[config.mk]
export PLATFORM = sky130hd
export DESIGN_NAME = spectral_channel_statistics_core
export DESIGN_NICKNAME = d
export VERILOG_FILES = /design/src/rtl/core/scs_pkg.sv /design/src/rtl/core/scs_ctrl.sv /design/src/rtl/core/scs_datapath.sv /design/src/rtl/core/spectral_channel_statistics_core.sv
export SDC_FILE = /design/constraint.sdc
export NUM_CORES = 2
export LEC_CHECK = 0
export CAP_MARGIN = 25
export CORE_MARGIN = 2
export CORE_UTILIZATION = 60
export CTS_CLUSTER_SIZE = 28
export DETAILED_ROUTE_END_ITERATION = 10
export DONT_BUFFER_PORTS = 1
export GPL_TIMING_DRIVEN = 0
export PLACE_DENSITY = 0.83
export SLEW_MARGIN = 20
export SYNTH_ARGS = -nofsm -noshare
export SYNTH_HDL_FRONTEND = slang
export SYNTH_SLANG_ARGS = --single-unit
[constraint.sdc]
create_clock -name clock -period 6.9 [get_ports clock]
set_input_delay 1.38 -clock clock [delete_from_list [all_inputs] [get_ports clock]]
set_output_delay 1.38 -clock clock [all_outputs]
set_load 0.02 [all_outputs]
[src/rtl/core/scs_pkg.sv]
// Package for the spectral channel statistics core.
// Holds field widths, status and command codes, and the control/status structs.
// No dependencies.
`default_nettype none

package scs_pkg;

   // Fixed field widths.
   localparam int unsigned CHAN_WIDTH  = 4;
   localparam int unsigned CNT_WIDTH   = 25;
   localparam int unsigned SUM_WIDTH   = 32;
   localparam int unsigned COUNT_WIDTH = 16;
   localparam int unsigned GAIN_WIDTH  = 4;
   localparam int unsigned CSR_WIDTH   = 16;
   localparam int unsigned STEP_WIDTH  = 5;

   // Gain codes above this value saturate.
   localparam logic [GAIN_WIDTH-1:0] GAIN_MAX = 4'd10;

   // Register reset values.
   localparam logic [GAIN_WIDTH-1:0]  GAIN_RESET  = 4'd7;
   localparam logic [COUNT_WIDTH-1:0] LIMIT_RESET = 16'd64;

   // Register indexes on the configuration port.
   localparam logic REG_GAIN  = 1'b0;
   localparam logic REG_LIMIT = 1'b1;

   // Input word commands.
   localparam logic CMD_SAMPLE = 1'b0;
   localparam logic CMD_REPORT = 1'b1;

   // Result status codes.
   typedef enum logic [1:0] {
      ST_OK    = 2'd0,
      ST_LIMIT = 2'd1,
      ST_EMPTY = 2'd2
   } status_type;

   // Commands from the controller to the datapath.
   typedef struct packed {
      logic load_req;    // capture an accepted input word
      logic sample_upd;  // update one channel and load its result
      logic err_out;     // load the empty-report error result
      logic div_start;   // load the divider with the current channel's sum
      logic div_step;    // one quotient bit
      logic rep_out;     // write back the quotient and load the report result
   } scs_cmd_type;

   // Status from the datapath to the controller.
   typedef struct packed {
      logic is_report;
      logic chan_ok;
      logic count_zero;
      logic div_done;
      logic idx_last;
      logic out_free;
   } scs_stat_type;

endpackage : scs_pkg

`default_nettype wire

[src/rtl/core/scs_ctrl.sv]
// Controller state machine for the spectral channel statistics core.
// Sequences sample updates and the per-channel report division; uses scs_pkg.
`default_nettype none

module scs_ctrl (
   input  wire logic                  clock,
   input  wire logic                  reset,
   input  wire logic                  req_valid,
   output logic                       req_ready,
   input  wire scs_pkg::scs_stat_type stat,
   output scs_pkg::scs_cmd_type       cmd
);
   import scs_pkg::*;

   typedef enum logic [3:0] {
      S_IDLE = 4'b0001,
      S_EXEC = 4'b0010,
      S_DIV  = 4'b0100,
      S_EMIT = 4'b1000
   } state_type;

   state_type state_ff, state_in;

   // State register.
   always_ff @(posedge clock) begin
      if (reset) begin
         state_ff <= S_IDLE;
      end else begin
         state_ff <= state_in;
      end
   end

   assign req_ready = (state_ff == S_IDLE);

   // Next state and commands.
   always_comb begin
      state_in = state_ff;
      cmd      = '0;
      case (state_ff)
         S_IDLE: begin
            if (req_valid) begin
               cmd.load_req = 1'b1;
               state_in     = S_EXEC;
            end
         end
         S_EXEC: begin
            if (!stat.is_report) begin
               // A word for a channel that does not exist is dropped.
               if (!stat.chan_ok) begin
                  state_in = S_IDLE;
               end else if (stat.out_free) begin
                  cmd.sample_upd = 1'b1;
                  state_in       = S_IDLE;
               end
            end else if (stat.count_zero) begin
               if (stat.out_free) begin
                  cmd.err_out = 1'b1;
                  state_in    = S_IDLE;
               end
            end else begin
               cmd.div_start = 1'b1;
               state_in      = S_DIV;
            end
         end
         S_DIV: begin
            cmd.div_step = 1'b1;
            if (stat.div_done) begin
               state_in = S_EMIT;
            end
         end
         S_EMIT: begin
            if (stat.out_free) begin
               cmd.rep_out = 1'b1;
               state_in    = stat.idx_last ? S_IDLE : S_EXEC;
            end
         end
         default: begin
            state_in = S_IDLE;
         end
      endcase
   end

endmodule : scs_ctrl

`default_nettype wire

[src/rtl/core/scs_datapath.sv]
// Datapath for the spectral channel statistics core: configuration registers,
// per-channel statistics, the shared restoring divider and the result register.
// Uses scs_pkg.
`default_nettype none

module scs_datapath #(
   parameter int unsigned CHANNELS  = 12,
   parameter int unsigned RAW_WIDTH = 16
) (
   input  wire logic                              clock,
   input  wire logic                              reset,
   input  wire logic                              req_cmd,
   input  wire logic [scs_pkg::CHAN_WIDTH-1:0]    req_channel,
   input  wire logic [RAW_WIDTH-1:0]              req_raw_count,
   input  wire logic                              csr_valid,
   input  wire logic                              csr_index,
   input  wire logic [scs_pkg::CSR_WIDTH-1:0]     csr_wdata,
   output logic                                   rsp_valid,
   input  wire logic                              rsp_ready,
   output logic [scs_pkg::CHAN_WIDTH-1:0]         rsp_out_channel,
   output logic [scs_pkg::CNT_WIDTH-1:0]          rsp_norm_count,
   output logic [scs_pkg::SUM_WIDTH-1:0]          rsp_average,
   output logic [scs_pkg::CNT_WIDTH-1:0]          rsp_minimum,
   output logic [scs_pkg::CNT_WIDTH-1:0]          rsp_maximum,
   output logic [1:0]                             rsp_status,
   output logic                                   rsp_last,
   input  wire scs_pkg::scs_cmd_type              cmd,
   output scs_pkg::scs_stat_type                  stat
);
   import scs_pkg::*;

   localparam int unsigned IDX_W = (CHANNELS > 1) ? $clog2(CHANNELS) : 1;

   // Gain normalisation: half gain shifts right, otherwise left by code-1.
   function automatic logic [CNT_WIDTH-1:0] to_basic(
      input logic [RAW_WIDTH-1:0]  raw,
      input logic [GAIN_WIDTH-1:0] gain
   );
      logic [GAIN_WIDTH-1:0] g;
      logic [CNT_WIDTH-1:0]  r;
      g = (gain > GAIN_MAX) ? GAIN_MAX : gain;
      r = CNT_WIDTH'(raw);
      if (g == '0) begin
         return r >> 1;
      end
      return r << (g - GAIN_WIDTH'(1));
   endfunction

   logic [GAIN_WIDTH-1:0]  gain_ff;
   logic [COUNT_WIDTH-1:0] limit_ff;
   logic [COUNT_WIDTH-1:0] count_ff, count_in;

   logic                   is_report_ff;
   logic [CHAN_WIDTH-1:0]  chan_ff;
   logic [CNT_WIDTH-1:0]   basic_ff;
   logic [IDX_W-1:0]       rep_idx_ff;

   logic [CNT_WIDTH-1:0]   min_ff [CHANNELS];
   logic [CNT_WIDTH-1:0]   max_ff [CHANNELS];
   logic [SUM_WIDTH-1:0]   sum_ff [CHANNELS];

   logic [SUM_WIDTH-1:0]   quo_ff;
   logic [COUNT_WIDTH-1:0] rem_ff;
   logic [STEP_WIDTH-1:0]  step_ff;

   logic                   out_valid_ff, out_valid_in;
   logic [CHAN_WIDTH-1:0]  out_chan_ff;
   logic [CNT_WIDTH-1:0]   out_basic_ff;
   logic [SUM_WIDTH-1:0]   out_avg_ff;
   logic [CNT_WIDTH-1:0]   out_min_ff;
   logic [CNT_WIDTH-1:0]   out_max_ff;
   status_type             out_status_ff;
   logic                   out_last_ff;

   logic [IDX_W-1:0]       rd_idx;
   logic [CNT_WIDTH-1:0]   rd_min, rd_max, min_in, max_in;
   logic [SUM_WIDTH-1:0]   rd_sum, sum_in;
   logic                   limit_hit;
   logic [COUNT_WIDTH:0]   partial;
   logic [COUNT_WIDTH-1:0] diff;
   logic                   quo_bit;

   // Configuration registers.
   always_ff @(posedge clock) begin
      if (reset) begin
         gain_ff  <= GAIN_RESET;
         limit_ff <= LIMIT_RESET;
      end else if (csr_valid) begin
         if (csr_index == REG_GAIN) begin
            gain_ff <= csr_wdata[GAIN_WIDTH-1:0];
         end else begin
            limit_ff <= csr_wdata;
         end
      end
   end

   // Captured input word; the basic count is formed on the way in.
   always_ff @(posedge clock) begin
      if (cmd.load_req) begin
         is_report_ff <= (req_cmd == CMD_REPORT);
         chan_ff      <= req_channel;
         basic_ff     <= to_basic(req_raw_count, gain_ff);
      end
   end

   // Report channel counter.
   always_ff @(posedge clock) begin
      if (cmd.load_req) begin
         rep_idx_ff <= '0;
      end else if (cmd.rep_out && !stat.idx_last) begin
         rep_idx_ff <= rep_idx_ff + IDX_W'(1);
      end
   end

   // One read address serves both the sample update and the report sweep.
   assign rd_idx = is_report_ff ? rep_idx_ff : chan_ff[IDX_W-1:0];
   assign rd_min = min_ff[rd_idx];
   assign rd_max = max_ff[rd_idx];
   assign rd_sum = sum_ff[rd_idx];

   // Sample update of one channel.
   assign limit_hit = (count_ff >= limit_ff);
   assign min_in    = (basic_ff < rd_min) ? basic_ff : rd_min;
   assign max_in    = (basic_ff > rd_max) ? basic_ff : rd_max;
   assign sum_in    = limit_hit ? rd_sum : rd_sum + SUM_WIDTH'(basic_ff);

   always_comb begin
      count_in = count_ff;
      if (cmd.sample_upd && !limit_hit && (chan_ff == CHAN_WIDTH'(CHANNELS - 1))) begin
         count_in = count_ff + COUNT_WIDTH'(1);
      end
   end

   // Per-channel statistics and the sample counter.
   always_ff @(posedge clock) begin
      if (reset) begin
         for (int i = 0; i < CHANNELS; i++) begin
            min_ff[i] <= '1;
            max_ff[i] <= '0;
            sum_ff[i] <= '0;
         end
         count_ff <= '0;
      end else begin
         count_ff <= count_in;
         if (cmd.sample_upd) begin
            min_ff[rd_idx] <= min_in;
            max_ff[rd_idx] <= max_in;
            sum_ff[rd_idx] <= sum_in;
         end else if (cmd.rep_out) begin
            sum_ff[rd_idx] <= quo_ff;
         end
      end
   end

   // Restoring divider, one quotient bit a cycle, dividend shifted out of quo_ff.
   // When the divisor fits, the difference is below it and so fits the remainder.
   assign partial = {rem_ff, quo_ff[SUM_WIDTH-1]};
   assign quo_bit = (partial >= {1'b0, count_ff});
   assign diff    = partial[COUNT_WIDTH-1:0] - count_ff;

   always_ff @(posedge clock) begin
      if (cmd.div_start) begin
         quo_ff  <= rd_sum;
         rem_ff  <= '0;
         step_ff <= '0;
      end else if (cmd.div_step) begin
         quo_ff  <= {quo_ff[SUM_WIDTH-2:0], quo_bit};
         rem_ff  <= quo_bit ? diff : partial[COUNT_WIDTH-1:0];
         step_ff <= step_ff + STEP_WIDTH'(1);
      end
   end

   // Result register; it holds a word until the consumer takes it.
   assign out_valid_in = (cmd.sample_upd || cmd.err_out || cmd.rep_out) ? 1'b1 :
                         (rsp_ready ? 1'b0 : out_valid_ff);

   always_ff @(posedge clock) begin
      if (reset) begin
         out_valid_ff <= 1'b0;
      end else begin
         out_valid_ff <= out_valid_in;
      end
   end

   always_ff @(posedge clock) begin
      if (cmd.sample_upd) begin
         out_chan_ff   <= chan_ff;
         out_basic_ff  <= basic_ff;
         out_avg_ff    <= sum_in;
         out_min_ff    <= min_in;
         out_max_ff    <= max_in;
         out_status_ff <= limit_hit ? ST_LIMIT : ST_OK;
         out_last_ff   <= 1'b1;
      end else if (cmd.err_out) begin
         out_chan_ff   <= '0;
         out_basic_ff  <= '0;
         out_avg_ff    <= '0;
         out_min_ff    <= '0;
         out_max_ff    <= '0;
         out_status_ff <= ST_EMPTY;
         out_last_ff   <= 1'b1;
      end else if (cmd.rep_out) begin
         out_chan_ff   <= CHAN_WIDTH'(rep_idx_ff);
         out_basic_ff  <= '0;
         out_avg_ff    <= quo_ff;
         out_min_ff    <= rd_min;
         out_max_ff    <= rd_max;
         out_status_ff <= ST_OK;
         out_last_ff   <= stat.idx_last;
      end
   end

   assign rsp_valid       = out_valid_ff;
   assign rsp_out_channel = out_chan_ff;
   assign rsp_norm_count  = out_basic_ff;
   assign rsp_average     = out_avg_ff;
   assign rsp_minimum     = out_min_ff;
   assign rsp_maximum     = out_max_ff;
   assign rsp_status      = out_status_ff;
   assign rsp_last        = out_last_ff;

   // Status to the controller.
   assign stat.is_report  = is_report_ff;
   assign stat.chan_ok    = ({1'b0, chan_ff} < (CHAN_WIDTH + 1)'(CHANNELS));
   assign stat.count_zero = (count_ff == '0);
   assign stat.div_done   = (step_ff == '1);
   assign stat.idx_last   = (rep_idx_ff == IDX_W'(CHANNELS - 1));
   assign stat.out_free   = !out_valid_ff || rsp_ready;

endmodule : scs_datapath

`default_nettype wire

[src/rtl/core/spectral_channel_statistics_core.sv]
// Top level of the spectral channel statistics core; joins scs_ctrl and scs_datapath, uses scs_pkg.
// A sample word is captured on acceptance and updates its channel once the result register is
// free, loading its result then; no new word is taken until that update is done.
// A report handles each channel in turn with one load, 32 divider steps and one write-back,
// and an empty report gives only its error word. A stalled result holds the sequence.
// Synchronous active-high reset clears the statistics and loads gain 7, limit 64.
`default_nettype none

module spectral_channel_statistics_core #(
   parameter int unsigned CHANNELS  = 12,
   parameter int unsigned RAW_WIDTH = 16
) (
   input  wire logic                           clock,
   input  wire logic                           reset,
   input  wire logic                           req_valid,
   output logic                                req_ready,
   input  wire logic                           req_cmd,
   input  wire logic [scs_pkg::CHAN_WIDTH-1:0] req_channel,
   input  wire logic [RAW_WIDTH-1:0]           req_raw_count,
   output logic                                rsp_valid,
   input  wire logic                           rsp_ready,
   output logic [scs_pkg::CHAN_WIDTH-1:0]      rsp_out_channel,
   output logic [scs_pkg::CNT_WIDTH-1:0]       rsp_norm_count,
   output logic [scs_pkg::SUM_WIDTH-1:0]       rsp_average,
   output logic [scs_pkg::CNT_WIDTH-1:0]       rsp_minimum,
   output logic [scs_pkg::CNT_WIDTH-1:0]       rsp_maximum,
   output logic [1:0]                          rsp_status,
   output logic                                rsp_last,
   input  wire logic                           csr_valid,
   output logic                                csr_ready,
   input  wire logic                           csr_index,
   input  wire logic [scs_pkg::CSR_WIDTH-1:0]  csr_wdata
);
   import scs_pkg::*;

   scs_cmd_type  cmd;
   scs_stat_type stat;

   // Register writes are always taken.
   assign csr_ready = 1'b1;

   scs_ctrl u_ctrl (
      .clock     (clock),
      .reset     (reset),
      .req_valid (req_valid),
      .req_ready (req_ready),
      .stat      (stat),
      .cmd       (cmd)
   );

   scs_datapath #(
      .CHANNELS  (CHANNELS),
      .RAW_WIDTH (RAW_WIDTH)
   ) u_datapath (
      .clock           (clock),
      .reset           (reset),
      .req_cmd         (req_cmd),
      .req_channel     (req_channel),
      .req_raw_count   (req_raw_count),
      .csr_valid       (csr_valid),
      .csr_index       (csr_index),
      .csr_wdata       (csr_wdata),
      .rsp_valid       (rsp_valid),
      .rsp_ready       (rsp_ready),
      .rsp_out_channel (rsp_out_channel),
      .rsp_norm_count  (rsp_norm_count),
      .rsp_average     (rsp_average),
      .rsp_minimum     (rsp_minimum),
      .rsp_maximum     (rsp_maximum),
      .rsp_status      (rsp_status),
      .rsp_last        (rsp_last),
      .cmd             (cmd),
      .stat            (stat)
   );

`ifndef NO_ASSERTIONS
   // A result is only loaded when the result register is free.
   a_no_overwrite: assert property (@(posedge clock) disable iff (reset)
      (cmd.sample_upd || cmd.err_out || cmd.rep_out) |-> stat.out_free)
      else $error("result loaded over a pending word");

   // A sample update only happens for an existing channel.
   a_sample_chan: assert property (@(posedge clock) disable iff (reset)
      cmd.sample_upd |-> (stat.chan_ok && !stat.is_report))
      else $error("sample update for a channel out of range");

   // The error result is only produced for a report with no samples.
   a_err_cause: assert property (@(posedge clock) disable iff (reset)
      cmd.err_out |-> (stat.is_report && stat.count_zero))
      else $error("error result without an empty report");

   // A sample that was not accumulated still lies between its channel's bounds.
   a_limit_bounds: assert property (@(posedge clock) disable iff (reset)
      (rsp_valid && rsp_status == ST_LIMIT) |->
         (rsp_minimum <= rsp_norm_count && rsp_norm_count <= rsp_maximum && rsp_last))
      else $error("sample result outside its channel's bounds");
`endif

endmodule : spectral_channel_statistics_core

`default_nettype wire

==> summary.md <==
| Metric | Value |
|---|---|
| Outcome | `complete, but fails checks` |
| Failing checks | `negative setup slack` |
| CP max FO | `10` |
| Most frequent CP cell | `buf_2` |
| Fraction of layout instances using a drive strength above 1 | `0.137` |
| Post-synthesis compound-gate area fraction | `0.0789` |
| Post-synthesis mux area share | `0.102` |
| Antenna violations before repair | `12` |
| Top cells by area, synth | `edfxtp_1 63%, mux4_2 8.3%, nor2_1 4.3%, nand2_1 3.4%, ha_1 2.0%` |
| Cells after DPL | `7097` |
| GRT Total Usage | `0.385` |
| Final WL | `235 mm` |
| FP Rows | `around 130` |
| Post-route ant nets | `0` |
| Final net count | `5903` |
| WP data arrival | `around 7500 ps` |
| Headroom to the max-slew limit | `0.162` |
| Crit path required time | `7450 ps` |
| Syn-to-layout area delta | `12.7%` |
| Largest stage delay, worst path | `940 ps` |
| Clock Latency Late Sink | `roughly 830 ps` |
| Cts bufs inserted | `155` |
| Share of async-settable or async-resettable flops after synthesis | `0` |
| # DRC | `0` |
| DP HPWL | `roughly 150 mm` |
| YS warnings | `0` |
| Largest family of logic cells by synthesized area | `simple AND/OR/NAND/NOR gates` |
| Peak supply drop | `0.257 mV` |
| Period utilization | `1.01` |
| First-pass GRT wire length | `333 mm` |
| DIE WIDTH | `347 um` |
| Number of global-route vias before repair | `50400` |
| Die area | `121000 um^2` |
| Finished Layout Cells | `7400` |
| Final setup vio count | `27` |
| Setup ws final | `-67.3 ps` |
| Core Area | `117000 um^2` |
| CTS Sinks | `between 1500 and 2000` |
| Max Cap Violations | `0` |
| CP max-delay cell | `clkbuf_1` |
| Initial DRC Count | `9678` |
| Top FF cell, synth | `edfxtp_1` |
| Synth top area share | `0.632` |
| CTS Buffer Depth | `3` |
| Largest net degree at the start of global routing | `42` |
| Worst Max-Slew Pin Slew | `about 1300 ps` |
| WS Path Type | `flop to flop` |
| Synth unique cells | `89` |
| TritonCTS clock tree | `built` |
| Via count | `51700` |
| Initial Utilization | `0.607` |
| Leakage | `around 28 nW` |
| Final Wtd Congestion | `0.963` |
| Drt first pass iters | `9` |
| Simple-gate share of the synthesized area | `0.107` |
| FF+latch count, synth | `1554` |
| Dominant cell type by area after synthesis | `edfxtp_1` |
| Port bufs | `0` |
| Gr ovfl total | `0` |
| Root Buffer | `clkbuf_16` |
| Tot Pwr | `~26 mW` |
| Endpoints failing hold | `0` |
| Power per Cell Area | `324 nW/um^2` |
| CTS clk-pin slew, worst paths | `about 70 ps` |
| CTS Hold Buffers Added | `0` |
| CTS H-Tree Depth | `4` |
| Crit path cell chain | `buf_2 > mux2_2 > buf_2 > buf_2 > buf_2 > clkbuf_1 > mux4_2 > a22oi_1 > nand2_1 > inv_1 > ha_1 > nand4_1 > or4_1 > o211ai_1 > nand2b_1 > a32o_1 > clkbuf_1 > o2bb2ai_1` |
| Crit. End Element | `flop` |
| Type of the worst min-delay path | `flop to flop` |
| Pre-CTS setup slack | `-1220 ps` |
| CP startpoint kind | `flop` |
| Fin util | `0.684` |
| Adder-cell share of the synthesized area | `0.0209` |
| Min Tclk post-route | `around 7000 ps` |
| Fin Setup TNS | `-487 ps` |
| Final Skew | `56.9 ps` |
| FMAX | `144 MHz` |
| Avg Inst Size Synth | `13.3 um^2` |
| Cell Area, Synth | `70700 um^2` |
| Seq/Total Area, Yosys | `0.650` |
| # IOs | `160` |
| Wire length per cell | `31.7 um` |
| Synth Area in XOR/XNOR | `0.00595` |
| EDFF count, synth | `between 1000 and 1500` |
| Cell count after synthesis | `5334` |
| Vias per inst | `6.98` |
| Fin. max-slew vios | `0` |
| Die Height | `between 300 and 400 um` |
cells in the final DEF, fill, tap and decap left out, types with 35 or more instances in the layout:
cell type,n
a21o_1,67
a21oi_1,190
a22oi_1,98
and3_1,35
buf_2,103
clkbuf_1,257
clkbuf_16,156
clkbuf_2,40
clkinv_1,38
conb_1,201
dfxtp_1,67
edfxtp_1,1487
ha_1,115
inv_1,173
mux2i_1,108
mux4_2,260
nand2_1,620
nand3_1,56
nor2_1,803
nor3_1,85
o21ai_0,143
o22ai_1,67
synth_stat cells (all sizes together), types with 15 or more instances:
cell and number:
nand4 26, a22o 32, dfxtp 67, mux4 260, inv 179, o22ai 67
o22a 24, buf 143, nand2b 15, a21oi 190, edfxtp 1487, a22oi 98
a21boi 31, and3 35, nor2 814, o21a 22, ha 115, mux2i 120
clkbuf 268, and2 27, nand2 645, nand3 57, o21ai 149, a211oi 17
nor3 99, o41ai 32, a21o 67, xnor2 32, xor2 16
sequential cells by signal, summed over array words and instances, names as in the netlist, 16 cells and up:
name	count
u_datapath.basic_ff	25
u_datapath.rsp_maximum	25
u_datapath.sum_ff	512
u_datapath.limit_ff	16
u_datapath.rsp_norm_count	25
u_datapath.rem_ff	16
u_datapath.rsp_minimum	25
u_datapath.count_ff	16
u_datapath.rsp_average	32
u_datapath.min_ff	400
u_datapath.quo_ff	32
u_datapath.max_ff	400
routing by layer:
metal	global-route usage	part of all wire
met5	0.00960	0.00056
met2	0.575	0.44
met3	0.165	0.18
met1	0.463	0.30
met4	0.238	0.072
kinds of logic after synthesis:
| logic type | after synthesis |
|---|---|
| buf+inv | 590 |
| other cells | 2 |
| compound gates | 835 |
| flops | 1554 |
| simple gates | 1799 |
| fa+ha+maj | 117 |
| xor+xnor | 48 |
| mux | 389 |
per-stage QoR:
stage / hold WS (ps) / area (um^2)
after global routing: 475 / 79700
after detailed placement: 451 / 74400
after floorplan: 421 / 71500
after global placement: 442 / 73400
final: 458 / 79700
after CTS: 460 / 79400
worst max-delay path: cells and delay by family, from the launching register on:
family,cells,cell delay [ps]
multiplexers,2,730
adder cells (fa/ha/maj),1,110
flip-flops,1,360
AND/OR/NAND/NOR,4,1180
AO/OA/AOI/OAI,4,1170
buffers and inverters,7,3120
power by group:
group,switching [mW],internal [mW]
Sequential,0.415,11.2
Clock,3.84,4.48
Combinational,4.21,1.74
area by class of cell:
type | instances | area (um^2)
multi-input cells | 3389 | 23300
diodes | 6 | 15.0
fillers | 7324 | 36800
clock buffers | 186 | 4020
inverters | 179 | 672
repair buffers | 55 | 1040
flip-flops and latches | 1554 | 46000
clock inverters | 98 | 881
well taps | 1524 | 1910
plain buffers | 409 | 1840
final timing paths:
check             cells past startpoint  slack (ps)                                 from                              endpoint
setup / recovery                     18         -70      u_datapath.chan_ff[1]$_DFFE_PP_  u_datapath.rsp_minimum[24]$_DFFE_PP_
hold / removal                        2         460  u_datapath.limit_ff[5]$_SDFFE_PP0P_   u_datapath.limit_ff[5]$_SDFFE_PP0P_
setup reg to reg                     18         -70      u_datapath.chan_ff[1]$_DFFE_PP_  u_datapath.rsp_minimum[24]$_DFFE_PP_
hold reg to reg                       2         460  u_datapath.limit_ff[5]$_SDFFE_PP0P_   u_datapath.limit_ff[5]$_SDFFE_PP0P_
repair_timing:
item	in CTS	in global routing
setup endpoints to repair	892	612
setup buffers	4	0
pin swaps	2	0
cloned	0	0
resized for setup	37	48
(Power assumes the default switching activity.)
